--- config.mk ---
export PLATFORM = sky130hd
export DESIGN_NAME = assembly_source_tokenizer_unit
export DESIGN_NICKNAME = d
export VERILOG_FILES = /design/src/rtl/astok_pkg.sv /design/src/rtl/astok_front.sv /design/src/rtl/astok_ram.sv /design/src/rtl/astok_back.sv /design/src/rtl/assembly_source_tokenizer_unit.sv
export SDC_FILE = /design/constraint.sdc
export NUM_CORES = 2
export LEC_CHECK = 0
export BUFFER_PORTS_ARGS = -buffer_cell sky130_fd_sc_hd__buf_2
export CORE_MARGIN = 5
export CORE_UTILIZATION = 55
export CTS_BUF_LIST = sky130_fd_sc_hd__clkbuf_8 sky130_fd_sc_hd__clkbuf_16
export DETAILED_ROUTE_END_ITERATION = 12
export PLACE_DENSITY = 0.71
export SLEW_MARGIN = 20
export SYNTH_ARGS = -nofsm -noshare
export SYNTH_HDL_FRONTEND = slang
export SYNTH_HIERARCHICAL = 1
export SYNTH_SLANG_ARGS = --single-unit
--- constraint.sdc ---
create_clock -name i_clk -period 122.7 [get_ports i_clk]
set_input_delay 36.81 -clock i_clk [delete_from_list [all_inputs] [get_ports i_clk]]
set_output_delay 36.81 -clock i_clk [all_outputs]
set_load 0.01 [all_outputs]
--- src/rtl/astok_pkg.sv ---
package astok_pkg;

    localparam int POSITION_BITS = 24;
    localparam int LINE_BITS     = 24;
    localparam int MAX_TOKENS    = 3;

    typedef enum logic [2:0] {
        M_IDLE    = 3'd0,
        M_COMMENT = 3'd1,
        M_IDENT   = 3'd2,
        M_ZERO    = 3'd3,
        M_CHEX    = 3'd4,
        M_NUM     = 3'd5,
        M_STRING  = 3'd6
    } t_mode;

    localparam logic [3:0] K_EOF     = 4'd0;
    localparam logic [3:0] K_NEWLINE = 4'd1;
    localparam logic [3:0] K_COMMA   = 4'd2;
    localparam logic [3:0] K_COLON   = 4'd3;
    localparam logic [3:0] K_LBRACK  = 4'd4;
    localparam logic [3:0] K_RBRACK  = 4'd5;
    localparam logic [3:0] K_LPAREN  = 4'd6;
    localparam logic [3:0] K_RPAREN  = 4'd7;
    localparam logic [3:0] K_PLUS    = 4'd8;
    localparam logic [3:0] K_MINUS   = 4'd9;
    localparam logic [3:0] K_STAR    = 4'd10;
    localparam logic [3:0] K_SLASH   = 4'd11;
    localparam logic [3:0] K_STRING  = 4'd12;
    localparam logic [3:0] K_NUMBER  = 4'd13;
    localparam logic [3:0] K_IDENT   = 4'd14;
    localparam logic [3:0] K_ERROR   = 4'd15;

    localparam logic [1:0] E_NONE     = 2'd0;
    localparam logic [1:0] E_INVALID  = 2'd1;
    localparam logic [1:0] E_EMPTYHEX = 2'd2;
    localparam logic [1:0] E_UNCLOSED = 2'd3;

    typedef struct packed {
        logic [7:0] source_byte;
        logic       is_last;
    } t_in_word;

    typedef struct packed {
        logic [3:0]  token_kind;
        logic [31:0] token_value;
        logic [23:0] line_number;
        logic [23:0] text_offset;
        logic [23:0] text_length;
        logic [1:0]  error_code;
        logic        last_of_run;
    } t_out_word;

    typedef logic [POSITION_BITS-1:0] t_pos;
    typedef logic [LINE_BITS-1:0]     t_line;

    // token record inside the block, before output formatting
    typedef struct packed {
        logic [3:0]  kind;
        logic [31:0] value;
        t_line       line;
        t_pos        off;
        t_pos        len;
        logic [1:0]  err;
        logic        last;
    } t_tok;

    // up to three tokens caused by one byte
    typedef struct packed {
        logic [1:0]             count;
        t_tok [MAX_TOKENS-1:0]  tok;
    } t_group;

    localparam int GROUP_BITS = $bits(t_group);

    function automatic logic is_sym_char(input logic [7:0] c);
        return (c >= 8'h41 && c <= 8'h5a) || (c >= 8'h61 && c <= 8'h7a) ||
               c == 8'h5f || c == 8'h2e || c == 8'h24 || c == 8'h40;
    endfunction

    function automatic logic is_dec(input logic [7:0] c);
        return c >= 8'h30 && c <= 8'h39;
    endfunction

    function automatic logic [4:0] hex_val(input logic [7:0] c);
        if (c >= 8'h30 && c <= 8'h39) return {1'b0, c[3:0]};
        if ((c >= 8'h61 && c <= 8'h66) || (c >= 8'h41 && c <= 8'h46))
            return 5'(c[2:0]) + 5'd9;
        return 5'd16;
    endfunction

    function automatic logic [3:0] punct_kind(input logic [7:0] c);
        unique case (c)
            8'h2c:   return K_COMMA;
            8'h3a:   return K_COLON;
            8'h5b:   return K_LBRACK;
            8'h5d:   return K_RBRACK;
            8'h28:   return K_LPAREN;
            8'h29:   return K_RPAREN;
            8'h2b:   return K_PLUS;
            8'h2d:   return K_MINUS;
            8'h2a:   return K_STAR;
            8'h2f:   return K_SLASH;
            default: return K_EOF;
        endcase
    endfunction

endpackage

--- src/rtl/astok_front.sv ---
module astok_front (
    input  logic                 i_clk,
    input  logic                 i_rst_n,
    input  logic                 i_valid,
    output logic                 o_stall,
    input  astok_pkg::t_in_word  i_word,
    output logic                 o_valid,
    input  logic                 i_stall,
    output astok_pkg::t_group    o_group
);

    astok_pkg::t_mode r_mode, n_mode;
    logic [31:0]      r_hex, n_hex, r_dec, n_dec;
    logic             r_seen, n_seen, r_dq, n_dq;
    astok_pkg::t_line r_line, n_line;
    astok_pkg::t_pos  r_pos, r_start, n_start;

    logic             take;
    logic [1:0]       cnt;
    astok_pkg::t_tok  toks [astok_pkg::MAX_TOKENS];
    astok_pkg::t_group grp;

    assign o_stall = i_stall;
    assign take    = i_valid && !i_stall;

    always_comb begin
        logic [7:0]       c;
        logic             consumed, relex, last;
        logic [4:0]       h;
        logic [3:0]       pk;
        astok_pkg::t_pos  p, pn;
        astok_pkg::t_mode m;

        c        = i_word.source_byte;
        last     = i_word.is_last;
        p        = r_pos;
        pn       = r_pos + 1'b1;
        h        = astok_pkg::hex_val(c);
        pk       = astok_pkg::punct_kind(c);
        consumed = 1'b0;
        relex    = 1'b0;
        cnt      = '0;
        for (int k = 0; k < astok_pkg::MAX_TOKENS; k++) toks[k] = '0;
        n_mode  = r_mode;
        n_hex   = r_hex;
        n_dec   = r_dec;
        n_seen  = r_seen;
        n_dq    = r_dq;
        n_line  = r_line;
        n_start = r_start;
        m       = r_mode;

        if (m == astok_pkg::M_ZERO) begin
            if (c == 8'h78 || c == 8'h58) begin
                m        = astok_pkg::M_CHEX;
                n_hex    = '0;
                n_seen   = 1'b0;
                consumed = 1'b1;
            end else begin
                m = astok_pkg::M_NUM;
            end
        end

        // first stage: handle the open token, possibly closing it
        if (!consumed) begin
            unique case (m)
                astok_pkg::M_IDLE: relex = 1'b1;
                astok_pkg::M_COMMENT: begin
                    if (c == 8'h0a) relex = 1'b1;
                    else if (c == 8'h0d) m = astok_pkg::M_IDLE;
                    if (c == 8'h0a) m = astok_pkg::M_IDLE;
                end
                astok_pkg::M_IDENT: begin
                    if (!(astok_pkg::is_sym_char(c) || astok_pkg::is_dec(c))) begin
                        toks[0] = '{astok_pkg::K_IDENT, 32'd0, n_line, r_start,
                                    p - r_start, astok_pkg::E_NONE, 1'b0};
                        cnt   = 2'd1;
                        m     = astok_pkg::M_IDLE;
                        relex = 1'b1;
                    end
                end
                astok_pkg::M_NUM: begin
                    if (h < 5'd16) begin
                        n_hex = {r_hex[27:0], h[3:0]};
                        if (astok_pkg::is_dec(c))
                            n_dec = r_dec * 32'd10 + 32'(c[3:0]);
                    end else if (c == 8'h68 || c == 8'h48) begin
                        toks[0] = '{astok_pkg::K_NUMBER, r_hex, n_line, r_start,
                                    pn - r_start, astok_pkg::E_NONE, 1'b0};
                        cnt = 2'd1;
                        m   = astok_pkg::M_IDLE;
                    end else begin
                        toks[0] = '{astok_pkg::K_NUMBER, r_dec, n_line, r_start,
                                    p - r_start, astok_pkg::E_NONE, 1'b0};
                        cnt   = 2'd1;
                        m     = astok_pkg::M_IDLE;
                        relex = 1'b1;
                    end
                end
                astok_pkg::M_CHEX: begin
                    if (h < 5'd16) begin
                        n_hex  = {r_hex[27:0], h[3:0]};
                        n_seen = 1'b1;
                    end else begin
                        if (r_seen)
                            toks[0] = '{astok_pkg::K_NUMBER, r_hex, n_line, r_start,
                                        p - r_start, astok_pkg::E_NONE, 1'b0};
                        else
                            toks[0] = '{astok_pkg::K_ERROR, 32'd0, n_line, r_start,
                                        p - r_start, astok_pkg::E_EMPTYHEX, 1'b0};
                        cnt   = 2'd1;
                        m     = astok_pkg::M_IDLE;
                        relex = 1'b1;
                    end
                end
                astok_pkg::M_STRING: begin
                    if (c == (r_dq ? 8'h22 : 8'h27)) begin
                        toks[0] = '{astok_pkg::K_STRING, 32'd0, n_line, r_start,
                                    p - r_start, astok_pkg::E_NONE, 1'b0};
                        cnt = 2'd1;
                        m   = astok_pkg::M_IDLE;
                    end else if (c == 8'h0a && r_line != '1) begin
                        n_line = r_line + 1'b1;
                    end
                end
                default: m = astok_pkg::M_IDLE;
            endcase
        end

        // second stage: lex the byte from idle
        if (relex) begin
            if (pk != astok_pkg::K_EOF) begin
                toks[cnt] = '{pk, 32'd0, n_line, p, astok_pkg::t_pos'(1),
                              astok_pkg::E_NONE, 1'b0};
                cnt = cnt + 2'd1;
            end else if (c == 8'h20 || c == 8'h09 || c == 8'h0d) begin
            end else if (c == 8'h0a) begin
                toks[cnt] = '{astok_pkg::K_NEWLINE, 32'd0, n_line, p,
                              astok_pkg::t_pos'(1), astok_pkg::E_NONE, 1'b0};
                cnt = cnt + 2'd1;
                if (n_line != '1) n_line = n_line + 1'b1;
            end else if (c == 8'h3b) begin
                m = astok_pkg::M_COMMENT;
            end else if (c == 8'h22 || c == 8'h27) begin
                m       = astok_pkg::M_STRING;
                n_dq    = (c == 8'h22);
                n_start = pn;
            end else if (astok_pkg::is_dec(c)) begin
                n_start = p;
                n_hex   = 32'(c[3:0]);
                n_dec   = 32'(c[3:0]);
                m       = (c == 8'h30) ? astok_pkg::M_ZERO : astok_pkg::M_NUM;
            end else if (astok_pkg::is_sym_char(c)) begin
                n_start = p;
                m       = astok_pkg::M_IDENT;
            end else begin
                toks[cnt] = '{astok_pkg::K_ERROR, 32'd0, n_line, p,
                              astok_pkg::t_pos'(1), astok_pkg::E_INVALID, 1'b0};
                cnt = cnt + 2'd1;
            end
        end

        // end of text closes any open token and adds the eof word
        if (last) begin
            unique case (m)
                astok_pkg::M_IDENT: begin
                    toks[cnt] = '{astok_pkg::K_IDENT, 32'd0, n_line, n_start,
                                  pn - n_start, astok_pkg::E_NONE, 1'b0};
                    cnt = cnt + 2'd1;
                end
                astok_pkg::M_NUM, astok_pkg::M_ZERO: begin
                    toks[cnt] = '{astok_pkg::K_NUMBER, n_dec, n_line, n_start,
                                  pn - n_start, astok_pkg::E_NONE, 1'b0};
                    cnt = cnt + 2'd1;
                end
                astok_pkg::M_CHEX: begin
                    if (n_seen)
                        toks[cnt] = '{astok_pkg::K_NUMBER, n_hex, n_line, n_start,
                                      pn - n_start, astok_pkg::E_NONE, 1'b0};
                    else
                        toks[cnt] = '{astok_pkg::K_ERROR, 32'd0, n_line, n_start,
                                      pn - n_start, astok_pkg::E_EMPTYHEX, 1'b0};
                    cnt = cnt + 2'd1;
                end
                astok_pkg::M_STRING: begin
                    toks[cnt] = '{astok_pkg::K_ERROR, 32'd0, n_line, n_start,
                                  pn - n_start, astok_pkg::E_UNCLOSED, 1'b0};
                    cnt = cnt + 2'd1;
                end
                default: ;
            endcase
            toks[cnt] = '{astok_pkg::K_EOF, 32'd0, n_line, pn, '0,
                          astok_pkg::E_NONE, 1'b0};
            cnt = cnt + 2'd1;
        end
        n_mode = m;

        for (int k = 0; k < astok_pkg::MAX_TOKENS; k++) begin
            toks[k].last = (2'(k + 1) == cnt);
            grp.tok[k]   = toks[k];
        end
        grp.count = cnt;
    end

    always_ff @(posedge i_clk) begin
        if (!i_rst_n) begin
            r_mode  <= astok_pkg::M_IDLE;
            r_hex   <= '0;
            r_dec   <= '0;
            r_seen  <= 1'b0;
            r_dq    <= 1'b0;
            r_line  <= astok_pkg::t_line'(1);
            r_pos   <= '0;
            r_start <= '0;
        end else if (take) begin
            if (i_word.is_last) begin
                r_mode  <= astok_pkg::M_IDLE;
                r_hex   <= '0;
                r_dec   <= '0;
                r_seen  <= 1'b0;
                r_dq    <= 1'b0;
                r_line  <= astok_pkg::t_line'(1);
                r_pos   <= '0;
                r_start <= '0;
            end else begin
                r_mode  <= n_mode;
                r_hex   <= n_hex;
                r_dec   <= n_dec;
                r_seen  <= n_seen;
                r_dq    <= n_dq;
                r_line  <= n_line;
                r_pos   <= r_pos + 1'b1;
                r_start <= n_start;
            end
        end
    end

    // bytes that cause nothing are dropped here
    assign o_valid = take && (cnt != 2'd0);
    assign o_group = grp;

endmodule

--- src/rtl/astok_ram.sv ---
module astok_ram #(
    parameter int WIDTH = 8,
    parameter int DEPTH = 4
) (
    input  logic                     i_clk,
    input  logic                     i_we,
    input  logic [$clog2(DEPTH)-1:0] i_waddr,
    input  logic [WIDTH-1:0]         i_wdata,
    input  logic [$clog2(DEPTH)-1:0] i_raddr,
    output logic [WIDTH-1:0]         o_rdata
);

    logic [WIDTH-1:0] r_mem [DEPTH];

    always_ff @(posedge i_clk) begin
        if (i_we) r_mem[i_waddr] <= i_wdata;
        o_rdata <= r_mem[i_raddr];
    end

endmodule

--- src/rtl/astok_back.sv ---
module astok_back (
    input  logic                 i_clk,
    input  logic                 i_rst_n,
    input  logic                 i_valid,
    input  astok_pkg::t_group    i_group,
    output logic                 o_full,
    output logic                 o_valid,
    input  logic                 i_stall,
    output astok_pkg::t_out_word o_word
);

    // four-entry group queue; head group is registered then serialized
    logic [2:0] r_cnt, n_cnt;
    logic [1:0] r_wp, r_rp, n_rp;
    logic       r_hv;
    logic [1:0] r_idx;
    astok_pkg::t_group r_head, rd_group;
    logic       r_rdv;
    logic       push, pop, head_done, load;
    astok_pkg::t_tok t;

    astok_ram #(.WIDTH(astok_pkg::GROUP_BITS), .DEPTH(4)) u_q (
        .i_clk  (i_clk),
        .i_we   (push),
        .i_waddr(r_wp),
        .i_wdata(i_group),
        .i_raddr(n_rp),
        .o_rdata(rd_group)
    );

    // room must cover one in flight plus the pending read
    assign o_full    = r_cnt >= 3'd3;
    assign push      = i_valid;
    assign t         = r_head.tok[r_idx];
    assign o_valid   = r_hv;
    assign head_done = r_hv && !i_stall && t.last;
    // the ram output is valid the cycle after its address settles on a nonempty queue
    assign load      = (!r_hv || head_done) && r_rdv;
    assign pop       = load;
    assign n_rp      = pop ? r_rp + 2'd1 : r_rp;
    assign n_cnt     = r_cnt + {2'b0, push} - {2'b0, pop};

    always_ff @(posedge i_clk) begin
        if (!i_rst_n) begin
            r_cnt <= '0;
            r_wp  <= '0;
            r_rp  <= '0;
            r_hv  <= 1'b0;
            r_idx <= '0;
            r_rdv <= 1'b0;
        end else begin
            r_cnt <= n_cnt;
            r_rp  <= n_rp;
            if (push) r_wp <= r_wp + 2'd1;
            // read data is fresh when the queue held a word at the prior read
            r_rdv <= (r_cnt - {2'b0, pop}) != 3'd0;
            if (load) begin
                r_hv  <= 1'b1;
                r_idx <= '0;
            end else if (head_done) begin
                r_hv <= 1'b0;
            end else if (r_hv && !i_stall) begin
                r_idx <= r_idx + 2'd1;
            end
        end
    end

    always_ff @(posedge i_clk) begin
        if (load) r_head <= rd_group;
    end

    assign o_word = '{t.kind, t.value, 24'(t.line), 24'(t.off), 24'(t.len),
                      t.err, t.last};

endmodule

--- src/rtl/assembly_source_tokenizer_unit.sv ---
// Path: a byte's tokens are written into the group queue RAM, read through its
// registered output and loaded into the registered head group before they show.
// Throughput: one byte per cycle while each byte yields at most one token and
// i_stall is low; a multi-token byte is serialized from the head group, absorbed by the group queue.
// Reset: i_rst_n synchronous active low; lexer returns to idle, line 1,
// offset 0, queue empty. After a last byte the lexer resets itself.
module assembly_source_tokenizer_unit (
    input  logic                 i_clk,
    input  logic                 i_rst_n,
    input  logic                 i_valid,
    output logic                 o_stall,
    input  astok_pkg::t_in_word  i_word,
    output logic                 o_valid,
    input  logic                 i_stall,
    output astok_pkg::t_out_word o_word
);

    logic              f_valid, q_full;
    astok_pkg::t_group f_group;

    astok_front u_front (
        .i_clk  (i_clk),
        .i_rst_n(i_rst_n),
        .i_valid(i_valid),
        .o_stall(o_stall),
        .i_word (i_word),
        .o_valid(f_valid),
        .i_stall(q_full),
        .o_group(f_group)
    );

    astok_back u_back (
        .i_clk  (i_clk),
        .i_rst_n(i_rst_n),
        .i_valid(f_valid),
        .i_group(f_group),
        .o_full (q_full),
        .o_valid(o_valid),
        .i_stall(i_stall),
        .o_word (o_word)
    );

    a_no_push_full: assert property (@(posedge i_clk) disable iff (!i_rst_n)
        f_valid |-> !q_full)
        else $error("queue push while full");

    a_group_nonempty: assert property (@(posedge i_clk) disable iff (!i_rst_n)
        f_valid |-> f_group.count != 2'd0)
        else $error("empty group pushed");

    a_eof_last: assert property (@(posedge i_clk) disable iff (!i_rst_n)
        (o_valid && o_word.token_kind == astok_pkg::K_EOF) |-> o_word.last_of_run)
        else $error("eof not last of run");

endmodule

# Word-level counts from Yosys, hierarchy flattened
# Memory sizes are Yosys's and may differ from the RTL's. A register that Yosys moved wholly into a read port is not among the register bits.
# Index checks and enable logic that the tools add are counted.
[totals]
mem_count = 1
output_inout_bits = 113
in_bits = 13
ramBits = 1340
word_cells = 319
reg_bits = 485
[classes]
bitwise = 5
eq_ne = 47
addsub = 17
n_mux = 153
order_cmp = 17
n_reduce_logical = 43
n_mul = 1
[memory_table]
columns = ["name", "depth", "width", "rd", "rd_ports_with_merged_regs", "wr", "line_no", "source"]
rows = [
  ["u_back.u_q.r_mem", 4, 335, 1, 1, 1, "astok_ram.sv:13", "logic [WIDTH-1:0] r_mem [DEPTH];"],
]
[op_table]
columns = ["op", "n"]
rows = [
  ["333-bit two-way mux", 11],
  ["333-bit bitwise mux", 9],
  ["333-bit one-hot mux with 4 select lines", 1],
  ["111-bit two-way mux", 9],
  ["32-bit two-way mux", 25],
  ["111-bit demux with 2-bit select", 3],
  ["24-bit two-way mux", 20],
  ["111-bit one-hot mux with 4 select lines", 1],
  ["111-bit binary-select mux with 2-bit select", 1],
  ["8-bit by 6-bit equality test with 1-bit output, second input constant", 15],
  ["109-bit two-way mux", 1],
  ["107-bit two-way mux", 1],
  ["24-bit by 1-bit adder with 24-bit output, second input constant", 3],
  ["24-bit subtractor", 3],
  ["8-bit by 7-bit equality test with 1-bit output, second input constant", 8],
  ["3-bit two-way mux", 18],
  ["24-bit != test, second input constant", 2],
  ["4-bit one-hot mux with 10 select lines", 1],
  ["32-bit by 4-bit adder with 32-bit output", 1],
  ["8-bit by 7-bit <= comparator with 1-bit output, second input constant", 4],
  ["32-bit by 3-bit multiplier with 31-bit output, second input constant", 1],
  ["1-bit two-way mux", 32],
  ["2-bit two-way mux", 13],
  ["8-bit by 4-bit equality test with 1-bit output, second input constant", 3],
  ["36 further kinds", 97],
]

# Depth between registers and ports, before layout
[logic_depth]
ltp_word = 31
depth_mapped = 29
mapped_depth_nobuf = 24

# Hierarchy
# The synthesis kept the hierarchy.
[by_module_without_submodules]
columns = ["mod", "cells_per_inst", "seq_area_each_um2", "area_each_um2", "n_inst"]
rows = [
  ["astok_ram", 2088, 46945.0, 55010.3, 1],
  ["astok_front", 3045, 2822.7, 20562.2, 1],
  ["astok_back", 770, 10219.8, 12866.1, 1],
]

# Worst setup path after synthesis
# Ideal clock, no wire load.
[synth_path]
path_type = "input to register"
start = "in i_word[1] (netlist bit)"
end = "mem u_back/u_q/r_mem[0][0] (netlist bit), enable pin"
setup_time_ps = 1511
t_arrival_ps = 65963
setup_slack_ps = 55226
cell_stages = 21
cell_sequence = "clkbuf_1 inv_1 ha_1 nor3b_1 mux2_2 o221ai_1 nand3_1 nand3_1 clkbuf_1 buf_1 buf_1 ha_1 o311ai_0 a31o_2 ha_1 nand2_1 a21boi_0 ha_1 mux2_2 a21oi_1 nor3b_1"
[synth_via]
elab_chain_len = 29
elab_cells_between_ends = 126
classes_between = "add/sub: 4; order compare: 9; eq/ne: 37; mux: 53; reduce/logical: 23"
[synth_lines]
columns = ["element", "line_no", "source"]
rows = [
  ["start: declaration", "assembly_source_tokenizer_unit.sv:12", "input astok_pkg::t_in_word i_word,"],
  ["8-bit by 7-bit >= comparator with 1-bit output, or another cell as far along", "astok_pkg.sv:77, astok_pkg.sv:87", ""],
  ["1-bit logical AND, on equally long branches", "astok_pkg.sv:87, astok_pkg.sv:77", ""],
  ["1-bit logical OR, on equally long branches", "astok_pkg.sv:87, astok_pkg.sv:77", ""],
  ["1-bit two-way mux / 1-bit logical OR (equally long branches)", "astok_pkg.sv:87, astok_pkg.sv:77", ""],
  ["1-bit two-way mux / 1-bit logical OR (equally long branches)", "astok_pkg.sv:87, astok_pkg.sv:78", ""],
  ["5-bit two-way mux / 1-bit logical OR (equally long branches)", "astok_pkg.sv:89, astok_pkg.sv:78", ""],
  ["5-bit two-way mux / 1-bit logical OR (equally long branches)", "astok_pkg.sv:87, astok_pkg.sv:78", ""],
  ["5-bit < comparator / 1-bit logical OR (equally long branches)", "astok_front.sv:83, astok_front.sv:101, astok_front.sv:74", ""],
  ["[14 not listed]", "-", ""],
  ["2-bit two-way mux", "astok_front.sv:164", "if (last) begin"],
  ["2-bit by 1-bit adder with 2-bit output", "astok_front.sv:194", "cnt = cnt + 2'd1;"],
  ["2-bit two-way mux (*)", "astok_front.sv:164", ""],
  ["2-bit nonzero test (*)", "astok_front.sv:239", "assign o_valid = take && (cnt != 2'd0);"],
  ["1-bit logical AND (*)", "astok_front.sv:239", ""],
  ["via f_valid", "assembly_source_tokenizer_unit.sv:18", "logic f_valid, q_full;"],
  ["1-bit two-way mux (*)", "astok_ram.sv:16", "if (i_we) r_mem[i_waddr] <= i_wdata;"],
  ["1-bit two-way mux (not written as such) (*)", "astok_ram.sv:16", ""],
  ["end: declaration", "astok_ram.sv:13", ""],
]
# The timed path passes the listed nets; every way through them passes the cells marked *. The select of a mux whose other input is x is not followed.

# Final worst setup path
[layout_path]
start = "in i_word[2] (netlist bit)"
end = "mem u_back/u_q/r_mem[1][147] (netlist bit), enable pin"
# Same word-level chain as after synthesis.

==> impl_metrics.tcl <==
set metrics [dict create \
    postCtsHoldBufs 0 \
    syn_inst 5891 \
    post-route-min-period_ns 45.06 \
    final_antenna_net_count 0 \
    drcViolationCount 0 \
    finalSetupViolations 0 \
    cts_tree "yes" \
    setup_tns_ns 0 \
    grt_pass1_vias 51117 \
    holdPathStages 0 \
    initial_utilization_pct 55.5 \
    clk_pin_slew_ns 0.06 \
    max_freq_mhz 22.2 \
    fp.dieW_um 410 \
    leakagePower_uw 0.0333 \
    cp.arrival_ns 45.50 \
    finalNetCount 6159 \
    fin_cells 8251 \
    critical_path.most_common_cell "ha_1" \
    syn_to_final_growth_pct 11.0 \
    die_y_um 410 \
    gp_congestion 0.944 \
    reg2reg_depth 18 \
    worstHoldPathType "flip-flop to flip-flop" \
    synth_area_mm2 0.0881 \
    grt_max_degree 148 \
    power.density_mw_per_mm2 21.4 \
    worst_pin_slew_ns 1.27 \
    cp-end-kind "flip-flop" \
    portBuffers 125 \
    cp_slowest_stage_delay_ns 0.88 \
    worstPathRequired_ns 123.14 \
    cp_max_fo 147 \
    htree_levels 4 \
    maxCapViolations 0 \
    wl_per_cell_um 26.4 \
    status "complete, no violations" \
    die_area_mm2 0.168 \
    syn_avg_cell_area_um2 15.0 \
    rows 146 \
    dr.pass1.iters 6 \
    hold_viol 0 \
    slew_headroom_pct 15.6 \
    hpwlAfterDp_um 137000 \
    clockBufferDepth 3 \
    post_cts_buffers 0 \
    cts_num_sinks 2150 \
    drtIter0Drc 5827 \
    drive_gt1_share_pct 15.6 \
    cts_root_buf "clkbuf_16" \
    numCtsBuffers 206 \
    clk_latency_ns 0.84 \
    cts.repair.resized 0 \
    rsz0062_at_grt "false" \
    grt-ovfl-total 0 \
    dp.cells 7851 \
    start_kind "primary input" \
    critical_path_class "primary input to flip-flop" \
    vias 51945 \
    cpMaxStageDelayCell "buf_4" \
    maxSlewViolCount 0 \
    yosysWarnings 6 \
    skew_ns 0.0693 \
    post-route-period-util_pct 36.7 \
    syn-num-nets 6063 \
    coreArea_mm2 0.159 \
    avgViaCountPerCell 6.30 \
    grtUsageTotal_pct 25.7 \
    vdd_drop_max_v 0.0000241 \
    num_io_pins 126 \
    crit_chain "buf_2, inv_1, ha_1, nor3b_1, mux2_2, o221ai_1, nand3_1, nand3_2, buf_4, ha_1, o311ai_0, a31o_2, ha_1, nand2_1, a21boi_0, ha_1, mux2_2, a21oi_1, and3b_4, buf_12, buf_4" \
    grt_pass1_wl_um 327000 \
    antenna_found_initial 10 \
    routed_wl_um 218000 \
    utilization_pct 61.6 \
]
cells in the final DEF, fill, tap and decap left out, types with 153 or more instances in the layout:
master,n
edfxtp_1,1665
a21oi_1,179
inv_1,170
dfxtp_1,483
o21ai_0,366
nand2_1,412
ha_1,153
a22oi_1,202
clkbuf_16,208
mux4_2,333
nor2_1,347
flip-flops by register name (all words and copies together), names as in the netlist, 2 cells and up:
name / count
u_back/r_rp: 2
u_front/r_line: 24
u_front/r_pos: 24
u_front/r_start: 24
u_front/r_hex: 32
u_back/u_q/o_rdata: 333
u_back/r_idx: 2
u_front/r_mode: 3
u_back/r_cnt: 3
u_front/r_dec: 32
u_back/r_head: 333
u_back/r_wp: 2
u_back/u_q/r_mem: 1332
power by group:
part	internal, uW	switching [uW]
Sequential	964	38.4
Combinational	200	259
Clock	360	272
per-stage QoR:
step / hold WS [ns] / total power (uW) / setup slack (ns) / cell area, um2
after detailed placement: 0.389 / 1490 / 76.98 / 90800
final: 0.357 / 2090 / 77.64 / 97800
after CTS: 0.354 / 2120 / 77.82 / 97800
after floorplan: 0.386 / 1380 / 55.38 / 88100
after global routing: 0.363 / 2190 / 77.25 / 97800
after global placement: 0.385 / 1470 / 76.84 / 90800
routing by layer:
layer / wire [um] / GRT usage, %
met1: 89700 / 35.9
met2: 104000 / 41.0
met3: 16000 / 4.22
met4: 8340 / 9.71
met5: 0 / 0
worst max-delay path, delay by kind of cell:
kind                       cells  cell delay [ns]
and+or+nand+nor                5             1.62
AOI/OAI and AO/OA              5             2.07
buffers and inverters          5             2.43
adders and majority gates      4             1.30
muxes                          2             0.69
path summary, 6_finish.rpt:
| path | start | to | slack (ns) |
|---|---|---|---|
| max | i_word[2] | u_back/u_q/r_mem[1][147]$_DFFE_PP_ | 77.64 |
| min | u_back/u_q/o_rdata[324]$_DFF_P_ | u_back/r_head[324]$_DFFE_PP_ | 0.36 |
| max reg2reg | u_front/r_dq$_SDFFE_PN0P_ | u_back/u_q/r_mem[1][147]$_DFFE_PP_ | 114.48 |
| min reg2reg | u_back/u_q/o_rdata[324]$_DFF_P_ | u_back/r_head[324]$_DFFE_PP_ | 0.36 |
layout make-up:
cell class	instances	area, um2
fill	11559	60900
sequential	2150	59700
multi-input combinational	3282	26600
clock buffer	246	5730
tap	2072	2590
timing repair buffer	235	1530
clock inverter	146	1230
inverter	112	420
antenna	8	20.0
Note: power is estimated with default switching activity, not from simulation.
